File: src/impact_energy_meter_defines.svh
// ----------------------------------------------------------------------------
// impact_energy_meter_defines.svh
// Assertion macros for the impact energy meter. With SYNTH defined the
// macros expand to nothing.
// ----------------------------------------------------------------------------
`ifndef IMPACT_ENERGY_METER_DEFINES_SVH
`define IMPACT_ENERGY_METER_DEFINES_SVH

`ifndef SYNTH

// Check a property at each rising edge, ignored while reset is low
`define IEM_ASSERT(label, clk, rst_n, prop) \
    label: assert property (@(posedge clk) disable iff (!rst_n) prop) \
        else $error("impact_energy_meter: assertion failed");

// Check a property at each rising edge, reset included
`define IEM_ASSERT_ALWAYS(label, clk, prop) \
    label: assert property (@(posedge clk) prop) \
        else $error("impact_energy_meter: assertion failed");

`else

`define IEM_ASSERT(label, clk, rst_n, prop)
`define IEM_ASSERT_ALWAYS(label, clk, prop)

`endif

`endif

File: src/iem_pkg.sv
// ----------------------------------------------------------------------------
// iem_pkg
// Shared types and constants of the impact energy meter.
// ----------------------------------------------------------------------------
`timescale 1ns / 1ps

package iem_pkg;

    // Field widths
    localparam int unsigned SAMPLE_W   = 12;
    localparam int unsigned WINDOW_W   = 16;
    localparam int unsigned DATA_W     = 16;
    localparam int unsigned MARGIN_W   = 12;
    localparam int unsigned DRIFT_W    = 8;
    localparam int unsigned GAIN_W     = 8;
    localparam int unsigned LIMIT_W    = 16;
    localparam int unsigned CFG_DATA_W = 16;
    localparam int unsigned CFG_IDX_W  = 2;
    localparam int unsigned BASE_W     = 13;
    localparam int unsigned ENERGY_W   = 32;
    localparam int unsigned S_TDATA_W  = 32;
    localparam int unsigned M_TDATA_W  = 16;

    // Converter resolution; readings are masked to it
    localparam int unsigned SAMPLE_BITS  = 12;
    localparam int unsigned SAMPLE_EFF_W = (SAMPLE_BITS < SAMPLE_W) ? SAMPLE_BITS : SAMPLE_W;
    localparam logic [SAMPLE_W-1:0] SAMPLE_MASK =
        SAMPLE_W'((64'd1 << SAMPLE_EFF_W) - 64'd1);

    // Calibration averaging
    localparam int unsigned CAL_SAMPLES = 50;
    localparam int unsigned CAL_CNT_W   = $clog2(CAL_SAMPLES + 1);
    localparam int unsigned CAL_SUM_W   =
        $clog2(CAL_SAMPLES * ((64'd1 << SAMPLE_EFF_W) - 64'd1) + 1);
    // Rounded-up reciprocal, exact floor for every sum below 2**CAL_SUM_W
    localparam int unsigned CAL_SHIFT   = CAL_SUM_W + 2 * $clog2(CAL_SAMPLES);
    localparam longint unsigned CAL_RECIP =
        ((64'd1 << CAL_SHIFT) + CAL_SAMPLES - 1) / CAL_SAMPLES;
    localparam int unsigned CAL_RECIP_W = $clog2(CAL_RECIP + 1);
    localparam int unsigned CAL_PROD_W  = CAL_SUM_W + CAL_RECIP_W;

    // Intensity product width
    localparam int unsigned INT_PROD_W = ENERGY_W + GAIN_W;
    localparam int unsigned THR_W      = BASE_W + 1;

    // Register reset values
    localparam logic [MARGIN_W-1:0] MARGIN_RST = MARGIN_W'(4);
    localparam logic [DRIFT_W-1:0]  DRIFT_RST  = DRIFT_W'(15);
    localparam logic [GAIN_W-1:0]   GAIN_RST   = GAIN_W'(15);
    localparam logic [LIMIT_W-1:0]  LIMIT_RST  = LIMIT_W'(5000);

    // Result kinds
    localparam logic KIND_BASELINE  = 1'b0;
    localparam logic KIND_INTENSITY = 1'b1;

    // Command codes
    typedef enum logic [1:0] {
        CMD_CALIB  = 2'd0,
        CMD_START  = 2'd1,
        CMD_SAMPLE = 2'd2,
        CMD_TICK   = 2'd3
    } t_cmd;

    // Register indexes
    typedef enum logic [CFG_IDX_W-1:0] {
        REG_NOISE_MARGIN    = 2'd0,
        REG_DRIFT_OFFSET    = 2'd1,
        REG_GAIN            = 2'd2,
        REG_INTENSITY_LIMIT = 2'd3
    } t_reg_idx;

    typedef struct packed {
        t_cmd                cmd;
        logic [SAMPLE_W-1:0] sample;
        logic                sample_ok;
        logic [WINDOW_W-1:0] window_ms;
    } t_item;

    typedef struct packed {
        logic [MARGIN_W-1:0] noise_margin;
        logic [DRIFT_W-1:0]  drift_offset;
        logic [GAIN_W-1:0]   gain;
        logic [LIMIT_W-1:0]  intensity_limit;
    } t_cfg;

    typedef struct packed {
        logic              valid;
        logic              kind;
        logic [DATA_W-1:0] value;
    } t_result;

endpackage

File: src/iem_calib.sv
// ----------------------------------------------------------------------------
// iem_calib
// Calibration accumulator: sums a fixed count of readings and turns the
// average plus drift offset into the baseline.
// ----------------------------------------------------------------------------
`timescale 1ns / 1ps
`include "impact_energy_meter_defines.svh"

module iem_calib import iem_pkg::*; (
    input  logic              i_clk,
    input  logic              i_rst_n,
    input  logic              i_fire,
    input  t_item             i_item,
    input  t_cfg              i_cfg,
    output logic [BASE_W-1:0] o_baseline,
    output t_result           o_result
);

    logic [CAL_SUM_W-1:0]  r_sum, n_sum;
    logic [CAL_CNT_W-1:0]  r_count, n_count;
    logic [BASE_W-1:0]     r_baseline, n_baseline;

    logic [CAL_SUM_W-1:0]  w_sum_add;
    logic [CAL_CNT_W-1:0]  w_count_inc;
    logic [CAL_PROD_W-1:0] w_prod;
    logic [BASE_W-1:0]     w_quot;
    logic [BASE_W-1:0]     w_baseline_new;

    // Accumulate; failed conversions add nothing
    assign w_sum_add   = r_sum + (i_item.sample_ok ? CAL_SUM_W'(i_item.sample) : '0);
    assign w_count_inc = r_count + 1'b1;

    // Divide by the sample count through the reciprocal
    assign w_prod         = CAL_PROD_W'(w_sum_add) * CAL_PROD_W'(CAL_RECIP);
    assign w_quot         = BASE_W'(w_prod >> CAL_SHIFT);
    assign w_baseline_new = w_quot + BASE_W'(i_cfg.drift_offset);

    // Next state and result
    always_comb begin
        n_sum          = r_sum;
        n_count        = r_count;
        n_baseline     = r_baseline;
        o_result.valid = 1'b0;
        o_result.kind  = KIND_BASELINE;
        o_result.value = DATA_W'(w_baseline_new);
        if (i_fire && (i_item.cmd == CMD_CALIB)) begin
            if (w_count_inc >= CAL_CNT_W'(CAL_SAMPLES)) begin
                n_sum          = '0;
                n_count        = '0;
                n_baseline     = w_baseline_new;
                o_result.valid = 1'b1;
            end else begin
                n_sum   = w_sum_add;
                n_count = w_count_inc;
            end
        end
    end

    always_ff @(posedge i_clk) begin
        if (!i_rst_n) begin
            r_sum      <= '0;
            r_count    <= '0;
            r_baseline <= '0;
        end else begin
            r_sum      <= n_sum;
            r_count    <= n_count;
            r_baseline <= n_baseline;
        end
    end

    assign o_baseline = r_baseline;

    `IEM_ASSERT(a_count_below_total, i_clk, i_rst_n, r_count < CAL_CNT_W'(CAL_SAMPLES))
    `IEM_ASSERT(a_done_clears, i_clk, i_rst_n, o_result.valid |=> (r_count == '0) && (r_sum == '0))

endmodule

File: src/iem_window.sv
// ----------------------------------------------------------------------------
// iem_window
// Listen window: counts ticks, sums the excess over the baseline of valid
// readings over the threshold; reports gained, clamped energy at window end.
// ----------------------------------------------------------------------------
`timescale 1ns / 1ps
`include "impact_energy_meter_defines.svh"

module iem_window import iem_pkg::*; (
    input  logic              i_clk,
    input  logic              i_rst_n,
    input  logic              i_fire,
    input  t_item             i_item,
    input  t_cfg              i_cfg,
    input  logic [BASE_W-1:0] i_baseline,
    output t_result           o_result
);

    logic [ENERGY_W-1:0]   r_energy, n_energy;
    logic                  r_open, n_open;
    logic [WINDOW_W-1:0]   r_elapsed, n_elapsed;
    logic [WINDOW_W-1:0]   r_wlen, n_wlen;

    logic [THR_W-1:0]      w_thr;
    logic                  w_hit;
    logic [BASE_W-1:0]     w_diff;
    logic [ENERGY_W:0]     w_energy_add;
    logic [ENERGY_W-1:0]   w_energy_sat;
    logic [WINDOW_W-1:0]   w_elapsed_inc;
    logic [INT_PROD_W-1:0] w_prod;
    logic [DATA_W-1:0]     w_intensity;

    // Threshold test and excess over baseline
    assign w_thr  = THR_W'(i_baseline) + THR_W'(i_cfg.noise_margin);
    assign w_hit  = r_open && i_item.sample_ok && (THR_W'(i_item.sample) > w_thr);
    assign w_diff = BASE_W'(i_item.sample) - i_baseline;

    // Saturating energy add
    assign w_energy_add = (ENERGY_W + 1)'(r_energy) + (ENERGY_W + 1)'(w_diff);
    assign w_energy_sat = w_energy_add[ENERGY_W] ? '1 : w_energy_add[ENERGY_W-1:0];

    // Tick count and clamped intensity
    assign w_elapsed_inc = r_elapsed + 1'b1;
    assign w_prod        = INT_PROD_W'(r_energy) * INT_PROD_W'(i_cfg.gain);
    assign w_intensity   = (w_prod > INT_PROD_W'(i_cfg.intensity_limit)) ?
                           DATA_W'(i_cfg.intensity_limit) : w_prod[DATA_W-1:0];

    // Next state and result
    always_comb begin
        n_energy       = r_energy;
        n_open         = r_open;
        n_elapsed      = r_elapsed;
        n_wlen         = r_wlen;
        o_result.valid = 1'b0;
        o_result.kind  = KIND_INTENSITY;
        o_result.value = '0;
        if (i_fire) begin
            unique case (i_item.cmd)
                CMD_START: begin
                    n_energy  = '0;
                    n_elapsed = '0;
                    n_wlen    = i_item.window_ms;
                    if (i_item.window_ms == '0) begin
                        n_open         = 1'b0;
                        o_result.valid = 1'b1;
                    end else begin
                        n_open = 1'b1;
                    end
                end
                CMD_SAMPLE: begin
                    if (w_hit) begin
                        n_energy = w_energy_sat;
                    end
                end
                CMD_TICK: begin
                    if (r_open) begin
                        n_elapsed = w_elapsed_inc;
                        if (w_elapsed_inc >= r_wlen) begin
                            n_open         = 1'b0;
                            o_result.valid = 1'b1;
                            o_result.value = w_intensity;
                        end
                    end
                end
                CMD_CALIB: begin
                end
            endcase
        end
    end

    always_ff @(posedge i_clk) begin
        if (!i_rst_n) begin
            r_energy  <= '0;
            r_open    <= 1'b0;
            r_elapsed <= '0;
            r_wlen    <= '0;
        end else begin
            r_energy  <= n_energy;
            r_open    <= n_open;
            r_elapsed <= n_elapsed;
            r_wlen    <= n_wlen;
        end
    end

    `IEM_ASSERT(a_open_has_length, i_clk, i_rst_n, r_open |-> (r_wlen != '0))
    `IEM_ASSERT(a_ticks_below_length, i_clk, i_rst_n, r_open |-> (r_elapsed < r_wlen))
    `IEM_ASSERT(a_done_closes, i_clk, i_rst_n, (i_fire && (i_item.cmd == CMD_TICK) && o_result.valid) |=> !r_open)

endmodule

File: src/impact_energy_meter.sv
// ----------------------------------------------------------------------------
// impact_energy_meter
// Baseline-calibrated threshold energy integrator for an impact sensor.
// ----------------------------------------------------------------------------
// Usage:
// Requests enter on the slave stream: tuser carries the command (calibration
// sample, start window, measurement sample, millisecond tick), tdata the
// reading, its ok flag and the window length. Results leave on the master
// stream: tuser is the kind (baseline or intensity), tdata the value.
// Registers are to be written through the plain write port while the block
// idles; the block itself does not enforce this. Each request is held in an
// input register; once the output register is free, the calibration and
// window logic update their state and a result, if any, goes into the
// output register. One request is taken every cycle while the receiver does
// not stall, in a single pass through the accumulate, compare and 32x8 gain
// multiply. When the receiver stalls, the held result waits; one more request
// is taken only into an empty input register, and tready stays low until the
// result is taken. Reset (synchronous, active low) clears the baseline, sums,
// counters and both stream stages and loads the register defaults.
// ----------------------------------------------------------------------------
`timescale 1ns / 1ps
`include "impact_energy_meter_defines.svh"

module impact_energy_meter import iem_pkg::*; (
    input  logic                  i_clk,
    input  logic                  i_rst_n,
    // Request stream
    input  logic                  i_s_axis_tvalid,
    output logic                  o_s_axis_tready,
    // tdata: sample[11:0], sample_ok[12], window_ms[28:13], zero[31:29]
    input  logic [S_TDATA_W-1:0]  i_s_axis_tdata,
    // tuser: cmd[1:0]
    input  logic [1:0]            i_s_axis_tuser,
    // Result stream
    output logic                  o_m_axis_tvalid,
    input  logic                  i_m_axis_tready,
    // tdata: value[15:0]
    output logic [M_TDATA_W-1:0]  o_m_axis_tdata,
    // tuser: result_kind[0]
    output logic                  o_m_axis_tuser,
    // Register write port
    input  logic                  i_cfg_wen,
    input  logic [CFG_IDX_W-1:0]  i_cfg_idx,
    input  logic [CFG_DATA_W-1:0] i_cfg_wdata
);

    t_cfg              r_cfg;
    logic              r_in_valid;
    t_item             r_item;
    logic              r_out_valid;
    logic              r_out_kind;
    logic [DATA_W-1:0] r_out_value;

    logic              w_out_free;
    logic              w_fire;
    logic [BASE_W-1:0] w_baseline;
    t_result           w_cal_res;
    t_result           w_win_res;
    t_result           w_res;

    // Register writes
    always_ff @(posedge i_clk) begin
        if (!i_rst_n) begin
            r_cfg.noise_margin    <= MARGIN_RST;
            r_cfg.drift_offset    <= DRIFT_RST;
            r_cfg.gain            <= GAIN_RST;
            r_cfg.intensity_limit <= LIMIT_RST;
        end else if (i_cfg_wen) begin
            unique case (t_reg_idx'(i_cfg_idx))
                REG_NOISE_MARGIN:    r_cfg.noise_margin    <= i_cfg_wdata[MARGIN_W-1:0];
                REG_DRIFT_OFFSET:    r_cfg.drift_offset    <= i_cfg_wdata[DRIFT_W-1:0];
                REG_GAIN:            r_cfg.gain            <= i_cfg_wdata[GAIN_W-1:0];
                REG_INTENSITY_LIMIT: r_cfg.intensity_limit <= i_cfg_wdata[LIMIT_W-1:0];
            endcase
        end
    end

    // Flow control: process the held request when the output slot frees
    assign w_out_free      = !r_out_valid || i_m_axis_tready;
    assign w_fire          = r_in_valid && w_out_free;
    assign o_s_axis_tready = !r_in_valid || w_fire;

    // Input register
    always_ff @(posedge i_clk) begin
        if (!i_rst_n) begin
            r_in_valid <= 1'b0;
        end else if (o_s_axis_tready) begin
            r_in_valid <= i_s_axis_tvalid;
        end
    end

    always_ff @(posedge i_clk) begin
        if (o_s_axis_tready && i_s_axis_tvalid) begin
            r_item.cmd       <= t_cmd'(i_s_axis_tuser);
            r_item.sample    <= i_s_axis_tdata[SAMPLE_W-1:0] & SAMPLE_MASK;
            r_item.sample_ok <= i_s_axis_tdata[SAMPLE_W];
            r_item.window_ms <= i_s_axis_tdata[SAMPLE_W+WINDOW_W:SAMPLE_W+1];
        end
    end

    iem_calib u_calib (
        .i_clk      (i_clk),
        .i_rst_n    (i_rst_n),
        .i_fire     (w_fire),
        .i_item     (r_item),
        .i_cfg      (r_cfg),
        .o_baseline (w_baseline),
        .o_result   (w_cal_res)
    );

    iem_window u_window (
        .i_clk      (i_clk),
        .i_rst_n    (i_rst_n),
        .i_fire     (w_fire),
        .i_item     (r_item),
        .i_cfg      (r_cfg),
        .i_baseline (w_baseline),
        .o_result   (w_win_res)
    );

    // Pick the result of whichever unit produced one
    assign w_res = w_cal_res.valid ? w_cal_res : w_win_res;

    // Output register
    always_ff @(posedge i_clk) begin
        if (!i_rst_n) begin
            r_out_valid <= 1'b0;
        end else if (w_out_free) begin
            r_out_valid <= w_fire && w_res.valid;
        end
    end

    always_ff @(posedge i_clk) begin
        if (w_out_free && w_fire && w_res.valid) begin
            r_out_kind  <= w_res.kind;
            r_out_value <= w_res.value;
        end
    end

    assign o_m_axis_tvalid = r_out_valid;
    assign o_m_axis_tdata  = r_out_value;
    assign o_m_axis_tuser  = r_out_kind;

    `IEM_ASSERT(a_one_result_source, i_clk, i_rst_n, !(w_cal_res.valid && w_win_res.valid))

endmodule

File: config.mk
export PLATFORM = sky130hd
export DESIGN_NAME = impact_energy_meter
export DESIGN_NICKNAME = d
export VERILOG_FILES = /design/src/iem_pkg.sv /design/src/iem_calib.sv /design/src/iem_window.sv /design/src/impact_energy_meter.sv
export VERILOG_INCLUDE_DIRS = /design/src /design/src/src
export SDC_FILE = /design/constraint.sdc
export NUM_CORES = 1
export LEC_CHECK = 0
export BUFFER_PORTS_ARGS = -buffer_cell sky130_fd_sc_hd__buf_4
export CORE_ASPECT_RATIO = 1.25
export CORE_MARGIN = 2
export CORE_UTILIZATION = 55
export CTS_CLUSTER_DIAMETER = 60
export CTS_CLUSTER_SIZE = 12
export DETAILED_ROUTE_END_ITERATION = 10
export GPL_ROUTABILITY_DRIVEN = 0
export PLACE_DENSITY = 0.76
export SLEW_MARGIN = 20
export SYNTH_ARGS = -nofsm -noshare
export SYNTH_HDL_FRONTEND = slang
export SYNTH_SLANG_ARGS = --single-unit
File: constraint.sdc
create_clock -name i_clk -period 11.29 [get_ports i_clk]
set_input_delay 1.129 -clock i_clk [delete_from_list [all_inputs] [get_ports i_clk]]
set_output_delay 1.129 -clock i_clk [all_outputs]
set_load 0.01 [all_outputs]
==> implementation parameters <==
Parameter                              Value

Run status
  Outcome    complete, no violations

Floorplanning
  Die Outline Area    0.04962 sq mm
  Number of top-level design ports    76
  Width of the die    199.6 um
  Area of the core    0.04722 sq mm
  Initial Utilization    55.73%
  Chip Height    248.6 um
  FP Rows    89

GRT
  Antenna violations before repair    0
  Pin count of the biggest net entering global routing    109
  Overflow left after global routing    0
  Wire length of the first global-routing pass    113,000 um
  Via count of the first global-routing pass    22,730
  Global-route usage over all layers    28.74%

Setup path
  Maximum cell stage delay along the critical path    0.55 ns
  Dominant delay contributor by cell family on the critical path    adder cells
  Startpoint of the most critical setup path    r_item[17]
  Reg-to-reg startpoint    r_item[17]
  Crit path required time    11.48 ns
  Slowest-stage cell, CP    sky130_fd_sc_hd__fa_1
  Largest driver fanout on the critical path    5
  CP Data Arrival Time    11.05 ns
  Critical path type    flop to flop
  Kind of start point of the critical path    flop
  Count of buffering cells on the critical path with inverters included    7
  Setup crit end kind    flop

Clocking
  Cts bufs inserted    17
  Clock latency reported for the late side of the worst-skew pair    0.46 ns
  Total of hold buffers inserted after clock tree synthesis    0
  Maximum number of buffers from clock root to sink    2
  H-tree depth reported by CTS    4
  Worst-path clk slew    0.08 ns
  Num Clock Sinks    196
  CTS tree    built
  Clock root buffer    sky130_fd_sc_hd__clkbuf_16

Placement
  Placed inst area    0.02743 sq mm
  Total instance count after detailed placement    3,684
  Port bufs    72
  Pre-CTS setup slack    -0.01247 ns
  Post-detail-place hpwl    56,010 um

Power and ir drop
  Power Dens Cells    105.2 mW/mm^2
  Static power due to leakage    0.01416 uW
  Highest ir drop seen on vdd    0.09643 mV
  Overall power consumption    2970 uW

Min path
  Startpoint of the lowest-slack hold path    u_window.r_wlen[1]
  Path type of the worst min-delay path    flop to flop

Flow run
  Max Cap Viol    0

Synth
  Ys Warns    0
  Net count after synthesis    3,777
  Main combinational cell family by area after synthesis    adder cells
  Number of distinct library cells after synthesis    89
  Synth area leaders    sky130_fd_sc_hd__fa_1 25%, sky130_fd_sc_hd__ha_1 16%, sky130_fd_sc_hd__dfxtp_1 11%
  Synth Cell Area    0.02631 sq mm
  Register area share after synthesis    16.74%
  Synth Register Bits    196
  Cell type with the highest aggregate area in the netlist    sky130_fd_sc_hd__fa_1
  Fraction of synthesized cell area taken by the top area cell type    24.73%
  Area share of and/or/nand/nor cells after synthesis    15.99%
  Top flip-flop cell by instance count after synthesis    sky130_fd_sc_hd__dfxtp_1
  Share of synthesized area spent on multiplexers    1.060%
  Mapped Avg Cell Area    8.602 sq um
  Post-synthesis compound-gate area fraction    13.32%
  Xor/xnor share of the synthesized area    3.062%
  Cell count after synthesis    3,059
  Fraction of registers with async set/reset    0%
  Synthesized-area fraction occupied by adder cells    40.70%
  Number of flops mapped to enable cells by yosys    48

STA
  Max Clock Skew    0.01358 ns
  Number of slew-limit violations in the final report    0
  Worst setup margin    0.4263 ns
  Count of final setup violators    0
  Post-route clock period utilization    96.22%
  RSZ-0062 raised after global routing    yes
  Top achievable clock speed    92.05 MHz
  Max-Slew Margin vs Limit    25.47%
  Worst-margin pin slew    1.111 ns
  Sum of negative setup slack    0 ns
  Final critical-path required period    10.86 ns
  Number of hold violations in the final report    0

Route
  Initial DRC count    1,256
  Number of optimization iterations in the first detailed-route pass    6
  DRC violation count after routing    0
  Count of vias placed by the detailed router    21,620
  Vias/cell    5.803
  Count of nets left with antenna violations after detail routing    0
  Total routed wirelength    69,460 um
  Routed WL per cell    18.64 um

Layout
  Multi-input combinational cell area    0.01962 sq mm
  Post-route non-filler standard cell count    3,726
  Post-route design area    0.02822 sq mm
  Area used by sequential logic in the layout    0.004405 sq mm
  Total number of nets in the final design    3,794
  Area added between synthesis and finish    7.242%
  Filler instances    4,026
  Diode count    0
  Fraction of layout cells with a size suffix above 1    6.377%
## registers in the layout, indices dropped and copies added (netlist names)
signal,cells
o_m_axis_tdata,16
r_in_valid,1
u_window.r_wlen,16
o_m_axis_tvalid,1
r_cfg,44
u_calib.o_baseline,13
r_item,31
u_window.r_open,1
u_calib.r_count,6
u_calib.r_sum,18
o_m_axis_tuser,1
u_window.r_energy,32
u_window.r_elapsed,16
## cell usage in the layout (no fill, tap or decap), drive strengths merged, types with 4 or more instances in the layout
cell type / netlist / routed
inv: 518 / 524
nand2: 388 / 388
ha: 336 / 336
fa: 325 / 325
a21oi: 207 / 207
dfxtp: 148 / 148
nor2: 145 / 145
and2: 126 / 126
o21ai: 126 / 126
buf: 14 / 111
xnor2: 60 / 60
a21o: 49 / 49
edfxtp: 48 / 48
nand3: 43 / 43
and3: 35 / 35
xor2: 32 / 32
nor3: 28 / 28
nor2b: 28 / 28
nand4: 27 / 27
mux2i: 23 / 23
o211ai: 22 / 22
a211oi: 20 / 20
o21a: 20 / 20
clkbuf: 100 / 19
nand3b: 14 / 14
o21bai: 14 / 14
a22oi: 13 / 13
nor4: 12 / 12
a21boi: 12 / 12
o31ai: 11 / 11
nand2b: 10 / 10
or2: 10 / 10
a31oi: 10 / 10
or3: 8 / 9
o22ai: 7 / 7
clkinv: 0 / 6
o211a: 5 / 5
a41oi: 5 / 5
mux2: 4 / 4
a2111oi: 4 / 4
## per-stage QoR
stage	hold WS, ns	util [%]
2_1_floorplan	0.4356	-
3_3_place_gp	0.4454	58.08
3_5_place_dp	0.4473	58.10
4_1_cts	0.4584	59.42
5_1_grt	0.4868	59.77
6_report	0.4582	59.77
## layer usage
| layer | routed length [um] | vias up | GRT usage (%) | share of wire [%] |
|---|---|---|---|---|
| met5 | 0 | - | 0 | 0 |
| met4 | 5884 | 0 | 21.50 | 8.5 |
| met3 | 3124 | 316 | 4.001 | 4.5 |
| met2 | 35880 | 705 | 50.94 | 52 |
| met1 | 24580 | 10570 | 30.65 | 35 |
| li1 | - | 10030 | - | - |
## synth_stat cells, drive strengths merged (4+ instances only)
cell type    n
nand2      388
a22oi       13
nand2b      10
inv        518
and2       126
o211ai      22
clkbuf     100
nand3       43
o21bai      14
o22ai        7
nor4        12
or2         10
ha         336
nor2       145
mux2         4
fa         325
o21a        20
nand3b      14
xnor2       60
a21oi      207
a21boi      12
o31ai       11
nand4       27
mux2i       23
a211oi      20
nor3        28
a21o        49
o21ai      126
dfxtp      148
nor2b       28
a31oi       10
xor2        32
a41oi        5
o211a        5
or3          8
edfxtp      48
a2111oi      4
and3        35
buf         14
## tightest hold or removal path: stages (launching register included)
cell                      delay (ns)
sky130_fd_sc_hd__dfxtp_1        0.31
sky130_fd_sc_hd__nand2_1        0.05
sky130_fd_sc_hd__a21oi_1        0.05
## power breakdown
| part | total, uW | internal, uW | switching, uW |
|---|---|---|---|
| logic | 1580 | 648 | 930 |
| clock network | 640 | 330 | 309 |
| registers | 752 | 736 | 16.4 |
## final timing paths
check                  endpoint  slack, ns  cells after the start
max          o_m_axis_tdata[12]       0.43                     49
min          u_window.r_wlen[1]       0.46                      2
max reg2reg  o_m_axis_tdata[12]       0.43                     49
min reg2reg  u_window.r_wlen[1]       0.46                      2
## what timing repair did
action	in CTS	in global routing
endpoints found under the setup margin	1	9
gates cloned	0	1
buffers inserted	0	9
resized for setup	2	23
pin swaps	0	14
## logic make-up after synthesis
family,after synthesis
AND/OR/NAND/NOR,890
adder cells (fa/ha/maj),661
buffers and inverters,632
AO/OA/AOI/OAI,561
flip-flops,196
XOR/XNOR,92
multiplexers,27
## cell type report
| cell class | instances | area share (%) |
|---|---|---|
| clock inverter | 13 | 0.5675 |
| clock buffer | 19 | 1.609 |
| tap | 637 | 2.824 |
| inverter | 518 | 6.895 |
| multi-input combinational | 2232 | 69.53 |
| sequential | 196 | 15.61 |
| timing repair buffer | 111 | 2.966 |
No activity file was read; power rests on OpenSTA's default activity.
